### src/rtl/gps_subtime_matcher_macros.svh
// Assertion helpers for the GPS sub-second matcher.
// Both forms sample on the rising edge of clock and are off during reset.
`ifndef GPS_SUBTIME_MATCHER_MACROS_SVH
`define GPS_SUBTIME_MATCHER_MACROS_SVH

// Consequent must hold in the same cycle as the antecedent.
`define GSM_ASSERT_SAME(label, ante, cons) \
   label: assert property (@(posedge clock) disable iff (reset) (ante) |-> (cons)) \
      else $error("gps_subtime_matcher: same-cycle check failed");

// Consequent must hold in the cycle after the antecedent.
`define GSM_ASSERT_NEXT(label, ante, cons) \
   label: assert property (@(posedge clock) disable iff (reset) (ante) |=> (cons)) \
      else $error("gps_subtime_matcher: next-cycle check failed");

`endif

### src/rtl/gsm_pkg.sv
package gsm_pkg;

   localparam int QUEUE_DEPTH = 1024;
   localparam int IDX_W       = $clog2(QUEUE_DEPTH);
   localparam int CNT_W       = $clog2(QUEUE_DEPTH + 1);

   localparam int SEC_W    = 32;
   localparam int SUB_W    = 24;
   localparam int WIN_W    = 24;
   localparam int STORED_W = 11;
   // event time in 100 ns units: microseconds * 10 of a 24-bit field
   localparam int EV_W     = 28;
   localparam int DIFF_W   = 30;
   localparam int OFF_W    = 31;

   localparam int SUBS_PER_SECOND = 10000000;
   localparam logic [WIN_W-1:0] WINDOW_RESET = 24'd500000;

   localparam logic GSM_OP_PUSH  = 1'b0;
   localparam logic GSM_OP_MATCH = 1'b1;

   typedef logic [CNT_W-1:0]          gsm_count_type;
   typedef logic [IDX_W-1:0]          gsm_index_type;
   typedef logic [STORED_W-1:0]       gsm_stored_type;
   typedef logic [EV_W-1:0]           gsm_event_type;
   typedef logic signed [DIFF_W-1:0]  gsm_diff_type;
   typedef logic signed [OFF_W-1:0]   gsm_off_type;

   typedef struct packed {
      logic [SEC_W-1:0] sec;
      logic [SUB_W-1:0] sub;
   } gsm_entry_type;

   // load: write the new stamp into the cell at position count
   // rotate: move every held entry one place toward the head, head wraps to the tail
   // shift: move every entry one place toward the head, head is dropped
   typedef struct packed {
      logic          load;
      logic          rotate;
      logic          shift;
      gsm_count_type count;
   } gsm_chain_ctrl_type;

   typedef enum logic [1:0] {
      GSM_IDLE,
      GSM_DIFF,
      GSM_PROD,
      GSM_DECIDE
   } gsm_state_type;

endpackage

### src/rtl/gsm_cell.sv
module gsm_cell (
   input  logic                        clock,
   input  gsm_pkg::gsm_chain_ctrl_type ctrl,
   input  gsm_pkg::gsm_index_type      cell_index,
   input  gsm_pkg::gsm_entry_type      load_entry,
   input  gsm_pkg::gsm_entry_type      wrap_entry,
   input  gsm_pkg::gsm_entry_type      next_entry,
   output gsm_pkg::gsm_entry_type      entry_out
);

   gsm_pkg::gsm_entry_type entry_ff;
   gsm_pkg::gsm_entry_type entry_in;
   gsm_pkg::gsm_count_type my_pos;
   logic                   is_tail;

   assign my_pos  = gsm_pkg::gsm_count_type'(cell_index);
   // last occupied cell takes the head entry during a rotation
   assign is_tail = (ctrl.count == my_pos + gsm_pkg::gsm_count_type'(1));

   always_comb begin
      entry_in = entry_ff;
      if (ctrl.load) begin
         if (ctrl.count == my_pos) begin
            entry_in = load_entry;
         end
      end else if (ctrl.rotate) begin
         entry_in = is_tail ? wrap_entry : next_entry;
      end else if (ctrl.shift) begin
         entry_in = next_entry;
      end
   end

   always_ff @(posedge clock) begin
      entry_ff <= entry_in;
   end

   assign entry_out = entry_ff;

endmodule

### config.mk
export PLATFORM = sky130hd
export DESIGN_NAME = gsm_cell
export DESIGN_NICKNAME = d
export VERILOG_FILES = /design/src/rtl/gps_subtime_matcher_macros.svh /design/src/rtl/gsm_pkg.sv /design/src/rtl/gsm_cell.sv
export SDC_FILE = /design/constraint.sdc
export NUM_CORES = 1
export LEC_CHECK = 0
export BUFFER_PORTS_ARGS = -buffer_cell sky130_fd_sc_hd__buf_4
export CORE_MARGIN = 2
export CORE_UTILIZATION = 25
export CTS_CLUSTER_SIZE = 30
export DETAILED_ROUTE_END_ITERATION = 7
export REMOVE_ABC_BUFFERS = 1
export SLEW_MARGIN = 20
export SYNTH_ARGS = -nofsm -noshare
export SYNTH_HDL_FRONTEND = slang
export SYNTH_SLANG_ARGS = --single-unit
### constraint.sdc
create_clock -name clock -period 6.5 [get_ports clock]
set_input_delay 0 -clock clock [delete_from_list [all_inputs] [get_ports clock]]
set_output_delay 0 -clock clock [all_outputs]
set_load 0.02 [all_outputs]
== Yosys cells after proc, flatten, opt, wreduce, memory -nomap -nowiden ==
Cells that the tools add are included.

* $add $sub $neg: 1
* Equal/unequal tests: 3
* Reduce and logical (&&, ||, !) cells: 2
* Mux-type cells: 5

{| class="wikitable"
|+ Operator list
! cell !! number
|-
| $mux 56 || 5
|-
| $add 10x1->11 const B || 1
|-
| $eq 11x10->1 || 1
|-
| $eq 11x11->1 || 1
|-
| $reduce_bool 3->1 || 1
|-
| $ne 2x1->1 const B || 1
|-
| $reduce_and 2->1 || 1
|}

* Output and inout bits: 56
* Word-level logic and storage cells: 13
* Input bits: 193
* Flip-flop bits (word level): 56

== Depth between registers and ports, before layout ==
* Depth after elaboration: 5
* Gate-level depth with buffers: 10
* Mapped depth without buffers: 7

== Worst setup path before layout ==
OpenSTA, ideal clock, no wires.

* Path kind: input to register
* From: input ctrl[8] (netlist bit)
* To: register entry_ff, in the netlist entry_out[0] (enable)
* Stages on the path: 5
* Path buffers: 1
* Setup slack: 1.118 ns
* Required time: 5.947 ns
* Arrival time: 4.829 ns
* Cells stage by stage: clkbuf_1 > xor2_1 > nor4_1 > nand3_1 > o31ai_1

* Word-level cells in the longest chain between the ends: 3

{| class="wikitable"
|+ RTL lines
! element !! RTL line !! RTL
|-
| start: declaration || gsm_cell.sv:3 || <nowiki>input gsm_pkg::gsm_chain_ctrl_type ctrl,</nowiki>
|-
| $eq 11x10->1 || gsm_cell.sv:23 || <nowiki>if (ctrl.count == my_pos) begin</nowiki>
|-
| $ne 2x1->1 (no source line) || - ||
|-
| $reduce_and 2->1 (no source line) || - ||
|-
| end signal: assignment || gsm_cell.sv:34 || <nowiki>entry_ff <= entry_in;</nowiki>
|-
| end: declaration || gsm_cell.sv:11 || <nowiki>gsm_pkg::gsm_entry_type entry_ff;</nowiki>
|}

Every way passes these cells.
A chain may end at the register's enable or synchronous reset.

==> reports/qor.yml <==
status:
  status: "completed"
cells_and_area:
  syn_to_final_growth_pct: 43.2
  final_nets: 923
  fin_area_um2: 7150
  layout.cells.non_filler: 995
  fillCellCount: 2031
  drive_above_1_share_pct: 43.6
  insertedDiodeCount: 0
  largest_register_ffs: 56
synthesis:
  synth-edff-count: 56
  synth-main-ff-cell: "edfxtp_1"
  synth.cell_area_um2: 5000
  syn_area_per_cell_um2: 9.29
  yosysUniqueCellTypes: 43
  netlist_instances: 538
  synthArstFlopShare_pct: 0
  ys_seq_area_share_pct: 33.7
  synth-seq-cells: 56
  yosys_warnings: 0
clock_tree:
  cts_tree: "yes"
  clkTransAtPathRegs_ns: 0.08
  cts_buffer_depth: 2
  cts_sinks: 56
  cts_made_buffers: 5
  cts.htree.levels: 2
  postCtsSetupBuffers: 0
  cts_root_buf: "clkbuf_16"
floorplan:
  io_pins: 249
  die_h_um: 145
  die_w_um: 145
  placementRows: 51
  die_area_um2: 21100
  initial_core_util_pct: 25.6
  core_um2: 19500
detailed_routing:
  drcViolationCount: 0
  wl_per_cell_um: 19.8
  finalWirelength_mm: 19.7
  routed-wl-met2_mm: 9.63
  ant_nets: 0
  wl_met1_mm: 8.49
  top_layer_used: "met4"
  drtPass1Iterations: 5
  drt-vias-per-instance: 5.47
  vias: 5444
  drtIter0Drc: 443
  wl_met3_mm: 1.36
placement:
  placed_cells: 983
  port_buffers: 248
  post-dp-hpwl_mm: 12.8
  place.gp.congestion: 0.773
  postPlaceCellArea_um2: 6970
worst_setup_path:
  crit_slowest_cell: "or4_2"
  critPathKind: "in2reg"
  path_cells: "buf_4 > ha_1 > nand3_1 > or4_2 > buf_4 > nand2_1 > a21o_4 > o41ai_1 > a21oi_1"
  cp-start-kind: "input port"
  worstPathRequired_ns: 6.64
  crit_path_max_incr_delay_ns: 0.94
  arrival_ns: 3.24
  setup.worst_path.end_class: "register"
  worstPathMaxFanout: 56
  crit_top_cell: "buf_4"
timing:
  finalSetupViolations: 0
  finalMaxSlewViolations: 0
  hold_violations: 0
  min_period_ns: 3.10
  worstMarginPinSlew_ns: 1.01
  maxSlewHeadroom_pct: 32.8
  fin_setup_tns_ns: 0
  rsz0062_at_grt: "no"
  fin_crit_sh_pct: 47.7
  fmax_mhz: 323
grt:
  grt_first_pass_wirelength_mm: 30.8
  grt_pass1_vias: 5312
  grt_max_degree: 60
  track_usage_pct: 18.0
  grt_antenna_before_repair: 0
  grt-ovfl-total: 0
pwr:
  pwr_density_cell_nw_per_um2: 165
  p_leak_nw: 2.69
  max-vdd-ir-drop_mv: 0.0872
worst_hold_path:
  hold_path.class: "in2reg"
  hold_depth: 3
job:
  max_cap_viol_count: 0
cells in the final DEF (no fill, tap or decap), types with 2 or more instances in the layout:
master	netlist	final
a21oi_1	114	114
a31oi_1	2	2
a41oi_1	56	56
and3_1	3	3
buf_4	3	260
clkbuf_16	0	5
dlygate4sd3_1	0	4
edfxtp_1	56	56
mux2i_1	2	2
nand2_1	3	3
nand3_1	60	60
nand4b_1	2	2
nor2_1	6	5
nor2b_1	56	56
o211ai_1	3	3
o21ai_0	2	2
o31ai_4	0	2
o41ai_1	16	16
o41ai_2	40	40
xnor2_1	5	5
xor2_1	8	8
power breakdown:
part / internal, W / switching (W) / leakage [nW]
combinational: 0.000185 / 0.000260 / 2.08
sequential: 0.000439 / 0.0000110 / 0.543
clock: 0.000143 / 0.000142 / 0.0645
total: 0.000767 / 0.000413 / 2.69
worst paths after layout:
kind                   endpoint  slack (ns)            from
hold / removal    entry_out[38]        0.01  load_entry[38]
setup / recovery   entry_out[1]        3.40   cell_index[0]
worst max-delay path: cells and delay by family:
kind            cells  cell delay [ns]
buf+inv             2             0.49
simple gates        3             1.28
compound gates      3             0.98
fa+ha+maj           1             0.38
layer usage:
| layer | vias to the layer above | GRT usage [%] |
|---|---|---|
| met5 | - | 0 |
| met4 | 0 | 3.68 |
| met3 | 12 | 3.42 |
| met2 | 246 | 30.5 |
| met1 | 2649 | 24.0 |
| li1 | 2537 | - |
through the flow:
step / worst slack, ns / hold WS [ns] / util (%) / total power, W
final: 3.40 / 0.0141 / 36.6 / 0.00118
after global routing: 3.20 / 0.0163 / 36.6 / 0.00124
after CTS: 3.47 / 0.000257 / 36.6 / 0.00120
after detailed placement: 3.15 / 0.325 / 35.7 / 0.000901
after global placement: 3.22 / 0.317 / 35.7 / 0.000898
after floorplan: 1.07 / 0.229 / - / 0.000670
area by class of cell:
type                            count  area (um2)  share of cell area, %
Multi-Input combinational cell    401        3010                   42.0
Timing Repair Buffer              264        1990                   27.8
Sequential cell                    56        1680                   23.5
Tap cell                          265         332                   4.63
Clock buffer                        6         129                   1.80
Clock inverter                      2        11.3                  0.157
Inverter                            1        3.75                 0.0525
cells in the mapped netlist (2+ instances only):
cell,instances,share of area (%)
a21oi_1,114,11
a31oi_1,2,0.25
a41oi_1,56,9.8
and3_1,3,0.38
buf_1,2,0.15
buf_2,31,3.1
buf_4,3,0.45
buf_6,4,0.90
clkbuf_1,40,3.0
edfxtp_1,56,34
mux2i_1,2,0.40
nand2_1,3,0.23
nand3_1,60,6.0
nand4b_1,2,0.35
nor2_1,6,0.45
nor2b_1,56,7.0
o211ai_1,3,0.45
o21ai_0,2,0.20
o21ai_1,2,0.20
o31ai_1,2,0.30
o41ai_1,16,2.8
o41ai_2,40,13
or3_1,2,0.25
xnor2_1,5,0.88
xor2_1,8,1.4
cells by family after synthesis:
| logic type | count (synthesis) | share of synthesized area [%] |
|---|---|---|
| buffers and inverters | 81 | 7.69 |
| flip-flops | 56 | 33.7 |
| multiplexers | 2 | 0.401 |
| XOR/XNOR | 13 | 2.28 |
| AND/OR/NAND/NOR | 141 | 16.1 |
| AO/OA/AOI/OAI | 244 | 39.6 |
| adder cells (fa/ha/maj) | 1 | 0.250 |
what timing repair did:
item,in CTS,in global routing
resized for setup,0,0
hold buffers,4,0
endpoints found under the hold margin,4,0
No activity file was read; power rests on OpenSTA's default activity.
