--- config.mk ---
export PLATFORM = sky130hd
export DESIGN_NAME = gsm_window
export DESIGN_NICKNAME = d
export VERILOG_FILES = /design/src/rtl/gps_subtime_matcher_macros.svh /design/src/rtl/gsm_pkg.sv /design/src/rtl/gsm_window.sv
export SDC_FILE = /design/constraint.sdc
export NUM_CORES = 1
export LEC_CHECK = 0
export BUFFER_PORTS_ARGS = -buffer_cell sky130_fd_sc_hd__buf_2
export CORE_MARGIN = 2
export CORE_UTILIZATION = 35
export CTS_CLUSTER_DIAMETER = 100
export DETAILED_ROUTE_END_ITERATION = 8
export GPL_TIMING_DRIVEN = 0
export HOLD_SLACK_MARGIN = 0.15
export PLACE_DENSITY = 0.64
export SLEW_MARGIN = 15
export SYNTH_ARGS = -nofsm -noshare
export SYNTH_HDL_FRONTEND = slang
export SYNTH_SLANG_ARGS = --single-unit
--- constraint.sdc ---
create_clock -name clock -period 12.4 [get_ports clock]
set_clock_uncertainty 0.05 [all_clocks]
set_input_delay 2.48 -clock clock [delete_from_list [all_inputs] [get_ports clock]]
set_output_delay 2.48 -clock clock [all_outputs]
set_load 0.02 [all_outputs]
--- src/rtl/gps_subtime_matcher_macros.svh ---
// Assertion helpers for the GPS sub-second matcher.
// Both forms sample on the rising edge of clock and are off during reset.
`ifndef GPS_SUBTIME_MATCHER_MACROS_SVH
`define GPS_SUBTIME_MATCHER_MACROS_SVH

// Consequent must hold in the same cycle as the antecedent.
`define GSM_ASSERT_SAME(label, ante, cons) \
   label: assert property (@(posedge clock) disable iff (reset) (ante) |-> (cons)) \
      else $error("gps_subtime_matcher: same-cycle check failed");

// Consequent must hold in the cycle after the antecedent.
`define GSM_ASSERT_NEXT(label, ante, cons) \
   label: assert property (@(posedge clock) disable iff (reset) (ante) |=> (cons)) \
      else $error("gps_subtime_matcher: next-cycle check failed");

`endif

--- src/rtl/gsm_pkg.sv ---
package gsm_pkg;

   localparam int QUEUE_DEPTH = 1024;
   localparam int IDX_W       = $clog2(QUEUE_DEPTH);
   localparam int CNT_W       = $clog2(QUEUE_DEPTH + 1);

   localparam int SEC_W    = 32;
   localparam int SUB_W    = 24;
   localparam int WIN_W    = 24;
   localparam int STORED_W = 11;
   // event time in 100 ns units: microseconds * 10 of a 24-bit field
   localparam int EV_W     = 28;
   localparam int DIFF_W   = 30;
   localparam int OFF_W    = 31;

   localparam int SUBS_PER_SECOND = 10000000;
   localparam logic [WIN_W-1:0] WINDOW_RESET = 24'd500000;

   localparam logic GSM_OP_PUSH  = 1'b0;
   localparam logic GSM_OP_MATCH = 1'b1;

   typedef logic [CNT_W-1:0]          gsm_count_type;
   typedef logic [IDX_W-1:0]          gsm_index_type;
   typedef logic [STORED_W-1:0]       gsm_stored_type;
   typedef logic [EV_W-1:0]           gsm_event_type;
   typedef logic signed [DIFF_W-1:0]  gsm_diff_type;
   typedef logic signed [OFF_W-1:0]   gsm_off_type;

   typedef struct packed {
      logic [SEC_W-1:0] sec;
      logic [SUB_W-1:0] sub;
   } gsm_entry_type;

   // load: write the new stamp into the cell at position count
   // rotate: move every held entry one place toward the head, head wraps to the tail
   // shift: move every entry one place toward the head, head is dropped
   typedef struct packed {
      logic          load;
      logic          rotate;
      logic          shift;
      gsm_count_type count;
   } gsm_chain_ctrl_type;

   typedef enum logic [1:0] {
      GSM_IDLE,
      GSM_DIFF,
      GSM_PROD,
      GSM_DECIDE
   } gsm_state_type;

endpackage

--- src/rtl/gsm_window.sv ---
module gsm_window (
   input  logic                                clock,
   input  gsm_pkg::gsm_entry_type              head_entry,
   input  logic [gsm_pkg::SEC_W-1:0]           event_sec,
   input  gsm_pkg::gsm_event_type              event_subs,
   input  logic [gsm_pkg::WIN_W-1:0]           window,
   output logic                                hit
);

   logic [gsm_pkg::SEC_W:0] sec_diff;

   logic                  near_ff, near_in;
   logic signed [5:0]     sec_small_ff, sec_small_in;
   gsm_pkg::gsm_diff_type diff_ff, diff_in;

   logic                  near2_ff, near2_in;
   gsm_pkg::gsm_diff_type prod_ff, prod_in;
   gsm_pkg::gsm_diff_type diff2_ff, diff2_in;

   gsm_pkg::gsm_off_type  offset;
   gsm_pkg::gsm_off_type  win_s;

   // Stage 1: second difference and sub-second difference.
   // Only second differences in -8..31 can land inside a 24-bit window.
   always_comb begin
      sec_diff     = {1'b0, head_entry.sec} - {1'b0, event_sec};
      near_in      = (sec_diff[gsm_pkg::SEC_W:5] == '0) || (&sec_diff[gsm_pkg::SEC_W:3]);
      sec_small_in = $signed(sec_diff[5:0]);
      diff_in      = gsm_pkg::gsm_diff_type'(event_subs)
                   - gsm_pkg::gsm_diff_type'(head_entry.sub);
   end

   // Stage 2: scale the second difference to 100 ns units.
   always_comb begin
      near2_in = near_ff;
      diff2_in = diff_ff;
      prod_in  = gsm_pkg::gsm_diff_type'(sec_small_ff)
               * gsm_pkg::gsm_diff_type'(gsm_pkg::SUBS_PER_SECOND);
   end

   always_ff @(posedge clock) begin
      near_ff      <= near_in;
      sec_small_ff <= sec_small_in;
      diff_ff      <= diff_in;
      near2_ff     <= near2_in;
      prod_ff      <= prod_in;
      diff2_ff     <= diff2_in;
   end

   // Stage 3: |offset| < window, as two parallel compares.
   always_comb begin
      offset = gsm_pkg::gsm_off_type'(diff2_ff) - gsm_pkg::gsm_off_type'(prod_ff);
      win_s  = gsm_pkg::gsm_off_type'($signed({1'b0, window}));
      hit    = near2_ff && (offset < win_s) && (offset > -win_s);
   end

endmodule

After elaboration in Yosys (flattened, before gate mapping)
Cells that the tools add are included.
{"block": "totals", "regBits": 89, "output_inout_bits": 1, "word_cells": 18}
{"block": "classes", "add_sub_neg": 4, "mul": 1, "n_lt_le_gt_ge": 2, "reduce_logical": 5}
{"operator": "32-bit by 32-bit subtractor with 33-bit output", "count": 1}
{"operator": "31-bit greater-than comparator", "count": 1}
{"operator": "31-bit by 25-bit less-than comparator with 1-bit output", "count": 1}
{"operator": "24-bit negator with 31-bit output", "count": 1}
{"operator": "29-bit by 30-bit subtractor with 31-bit output", "count": 1}
{"operator": "30-bit AND reduction", "count": 1}
{"operator": "28-bit by 24-bit subtractor with 29-bit output", "count": 1}
{"operator": "28-bit logical NOT", "count": 1}
{"operator": "6-bit by 18-bit multiplier with 23-bit output, second input constant", "count": 1}
{"operator": "1-bit logical AND", "count": 2}
{"operator": "1-bit logical OR", "count": 1}

Longest topological paths before layout
{"block": "depth", "depth_word": 4, "depth_mapped": 23, "ltp_nobuf": 23}

Worst setup path after synthesis
Ideal clock, no wire load.
{"block": "synth_timing", "path_type": "input port to output port", "from": "in window[10] (netlist name)", "to": "out hit", "arrival_time_ns": 6.122, "setup_slack_ns": 3.748, "cell_stages": 16, "n_path_buf": 0, "path_cell_list": "inv_1 > nand4_1 > or3_1 > or4_4 > or3_1 > nor4_1 > ha_1 > and4_1 > nand3_1 > nor3_1 > o21ai_0 > nand3_1 > maj3_1 > maj3_1 > a21oi_1 > a211oi_1"}
{"block": "synth_via", "elab_chain_len": 3}
{"item": "from (decl)", "line": "gsm_window.sv:6", "rtl": "input logic [gsm_pkg::WIN_W-1:0] window,"}
{"item": "24-bit negator with 31-bit output or 31-bit by 25-bit less-than comparator with 1-bit output (tied branches)", "line": "gsm_window.sv:54", "rtl": "hit = near2_ff && (offset < win_s) && (offset > -win_s);"}
{"item": "31-bit greater-than comparator or 1-bit logical AND (tied branches)", "line": "gsm_window.sv:54"}
{"item": "1-bit logical AND *", "line": "gsm_window.sv:54"}
{"item": "to (decl)", "line": "gsm_window.sv:7", "rtl": "output logic hit"}
Every way passes the cells marked *; elsewhere a longest branch is shown, timed or not.

Worst setup path in the final report
{"block": "layout_timing", "from": "in window[9] (netlist name)", "to": "out hit"}
The elaborated chain is that of the path after synthesis.

==> summary.txt <==
Max IR drop VDD - 0.0915 mV
Via density - 4.94
setup TNS - 0 ns
gr usage total - 15.0%
reg2reg start - sec_small_ff[2]$_DFF_P_
Max Clock Freq - 106 MHz
Slew Limit Fails - 0
CTS clk-pin slew, worst paths - 0.06 ns
R2R cell count - 20
Final Setup Violations - 0
leading area contributor after synthesis - ha_1
max-cap violations - 0
clk sinks - 89
final period utilization - 76.4%
layout cells sized above 1 - 13.5%
min-delay src - diff2_in[10]$_DFF_P_
CTS resizes - 0
Top FF cell, synth - dfxtp_1
Die H - 168 um
# IOs - 142
Placed Cells - 1,626
fill count - 2,673
highest-delay cell along the critical path - nor4_1
top-count cell post-synth - ha_1
Pleak - 5.53 nW
die area - 28,100 um2
Yosys warning count - 0
Avg WL per Cell - 12.5 um
hpwl dp - 18.1 mm
area share of the largest cell type after synthesis - 25.1%
crit-path leading delay family - simple AND/OR/NAND/NOR gates
row count - 59
RSZ-0062 raised after global routing - false
final net count - 1,647
Critical Path Source Type - input port
DR pass1 iterations - 5
status - finished, final reports clean
R2R setup slack - 7.54 ns
synthesis-to-finish area growth - 15.1%
commonest cells in the netlist - ha_1, inv_1, nor2_1
GRT overflow - 0
vias in the first global route - 7,850
hold slack - 0.275 ns
Final Hold Vio Count - 0
synthesized area - 9370 um2
buffer and inverter count on the worst path - 3
CP peak stage delay - 0.61 ns
CTS tree - built
Mapped Avg Cell Area - 8.14 um2
CORE AREA - 26,100 um2
cts hold-fix bufs - 0
hold path depth - 0
Post-Syn Nets - 1,496
final non-filler cell total - 1,644
clock latency on the worst-skew pair - 0.35 ns
initial antenna violation count - 4
RD Place Congestion - 0.889
total wire length - 20.6 mm
Min Clock Period, post-route - 9.47 ns
Hold Path Class - reg -> reg
synth top area cells - ha_1, dfxtp_1, inv_1
Tightest Pin Transition - 0.869 ns
Cell Pwr Density - 204 nW/um2
first-pass GRT wire length - 35.3 mm
post-CTS setup buffer count - 0
synthesis-stage register bit count - 89
post-synthesis sequential area ratio - 19.0%
CTS Buffer Depth - 2
Worst EP required - 9.87 ns
Hold Path Sink - diff2_ff[10]$_DFF_P_
drc violations - 0
remaining antenna violation count - 0
worst path cell trace - buf_2 -> inv_1 -> nand4_1 -> or3_1 -> or4_4 -> or3_1 -> nor4_1 -> ha_1 -> and4_1 -> nand3_1 -> nor3_1 -> o21ai_0 -> nand3_1 -> maj3_1 -> maj3_1 -> a21oi_1 -> a211oi_1 -> buf_2
Async SR Flop Fraction - 0%
CP startpoint - window[9]
CP endpoint kind - output port
Die Span X - 168 um
H-tree depth - 3
Netlist cell types - 66
max_slew headroom - 41.3%
DR iter-0 viols - 344
pin count of the biggest net entering global routing - 18
Syn Inst Count - 1,151
number of flops mapped to enable cells by yosys - 0
Root Driver - clkbuf_16
Setup CP Type - in -> out
Critical Path AT - 6.94 ns
Vias - 8,116
FF-to-FF End - prod_ff[28]$_DFF_P_
initial core utilization - 35.8%
total CTS buffers - 9
IO Port Bufs - 140
Worst Path Max Fanout - 4
-- area by class of cell --
| type | count | area, um2 | share of cell area, % |
|---|---|---|---|
| Inverter | 184 | 691 | 6.41 |
| Clock buffer | 9 | 225 | 2.09 |
| Sequential cell | 89 | 1780 | 16.5 |
| Clock inverter | 7 | 62.6 | 0.580 |
| Timing Repair Buffer | 140 | 701 | 6.50 |
| Tap cell | 335 | 419 | 3.89 |
| Buffer | 7 | 26.3 | 0.244 |
| Antenna cell | 2 | 5.00 | 0.0464 |
| Multi-Input combinational cell | 871 | 6870 | 63.7 |
-- cell families (layout without fill, tap and decap cells) --
logic type	after synthesis	count (layout)	share of synthesized area [%]
AOI/OAI and AO/OA	258	258	18.4
xor gates and xnor gates	104	104	9.73
adders and majority gates	206	206	28.8
buffers and inverters	191	347	7.66
DFF	89	89	19.0
muxes	1	1	0.107
other	0	2	0
and+or+nand+nor	302	302	16.3
-- worst max path at each step --
| stage | end | slack, ns | cells after the start |
|---|---|---|---|
| 2_1_floorplan | hit | 3.75 | 16 |
| 6_report | hit | 2.93 | 18 |
| 3_3_place_gp | hit | 2.99 | 18 |
| 4_1_cts | hit | 2.91 | 18 |
| 5_1_grt | hit | 2.69 | 18 |
| 3_5_place_dp | hit | 2.91 | 18 |
-- per-stage QoR --
| step | power [mW] | cell area [um2] | util, % | setup WS, ns |
|---|---|---|---|---|
| 6_report | 2.20 | 10800 | 41.2 | 2.93 |
| 5_1_grt | 2.47 | 10800 | 41.2 | 2.69 |
| 4_1_cts | 2.22 | 10800 | 41.2 | 2.91 |
| 3_5_place_dp | 1.95 | 10500 | 40.1 | 2.91 |
| 3_3_place_gp | 1.92 | 10500 | 40.1 | 2.99 |
| 2_1_floorplan | 1.60 | 9370 | - | 3.75 |
-- cells in the final DEF (no fill, tap or decap), types with 5 or more instances in the layout --
cell,synthesis,final
nor3_1,28,28
nor4_1,17,17
nor2b_1,19,19
a211oi_1,11,11
o211ai_1,8,8
xnor2_1,78,78
o21a_1,17,17
or3_1,8,8
o21bai_1,7,7
buf_2,0,140
nand4_1,20,20
and2_1,6,6
nand2_1,52,52
o41ai_1,5,5
nor2_1,92,92
a211o_1,5,5
a21oi_1,72,72
nand2b_1,12,12
clkbuf_16,0,9
clkbuf_1,7,7
o21ai_0,48,48
or2_2,5,5
inv_1,184,184
nand3_1,17,17
fa_1,16,16
ha_1,188,188
xor2_1,26,26
and3_1,8,8
a21o_1,35,35
or4_1,5,5
dfxtp_1,89,89
a31oi_1,8,8
-- power breakdown --
part	switching, mW	internal [mW]
clock network	0.118	0.140
logic	0.850	0.689
registers	0.0308	0.373
total	0.999	1.20
-- routing by layer --
| layer | global-route usage [%] | part of all wire, % | routed length, um | vias up |
|---|---|---|---|---|
| li1 | - | - | - | 4317 |
| met1 | 20.0 | 49 | 10100 | 3604 |
| met2 | 25.1 | 45 | 9340 | 165 |
| met3 | 2.32 | 3.9 | 797 | 26 |
| met4 | 4.65 | 1.6 | 337 | 4 |
| met5 | 0 | 0.14 | 29 | - |
-- state kept, by name (all words and copies together) (netlist names) --
name	flops
prod_ff	23
diff2_ff	29
near2_ff	1
near2_in	1
diff2_in	29
sec_small_ff	6
Note: power is estimated with default switching activity, not from simulation.
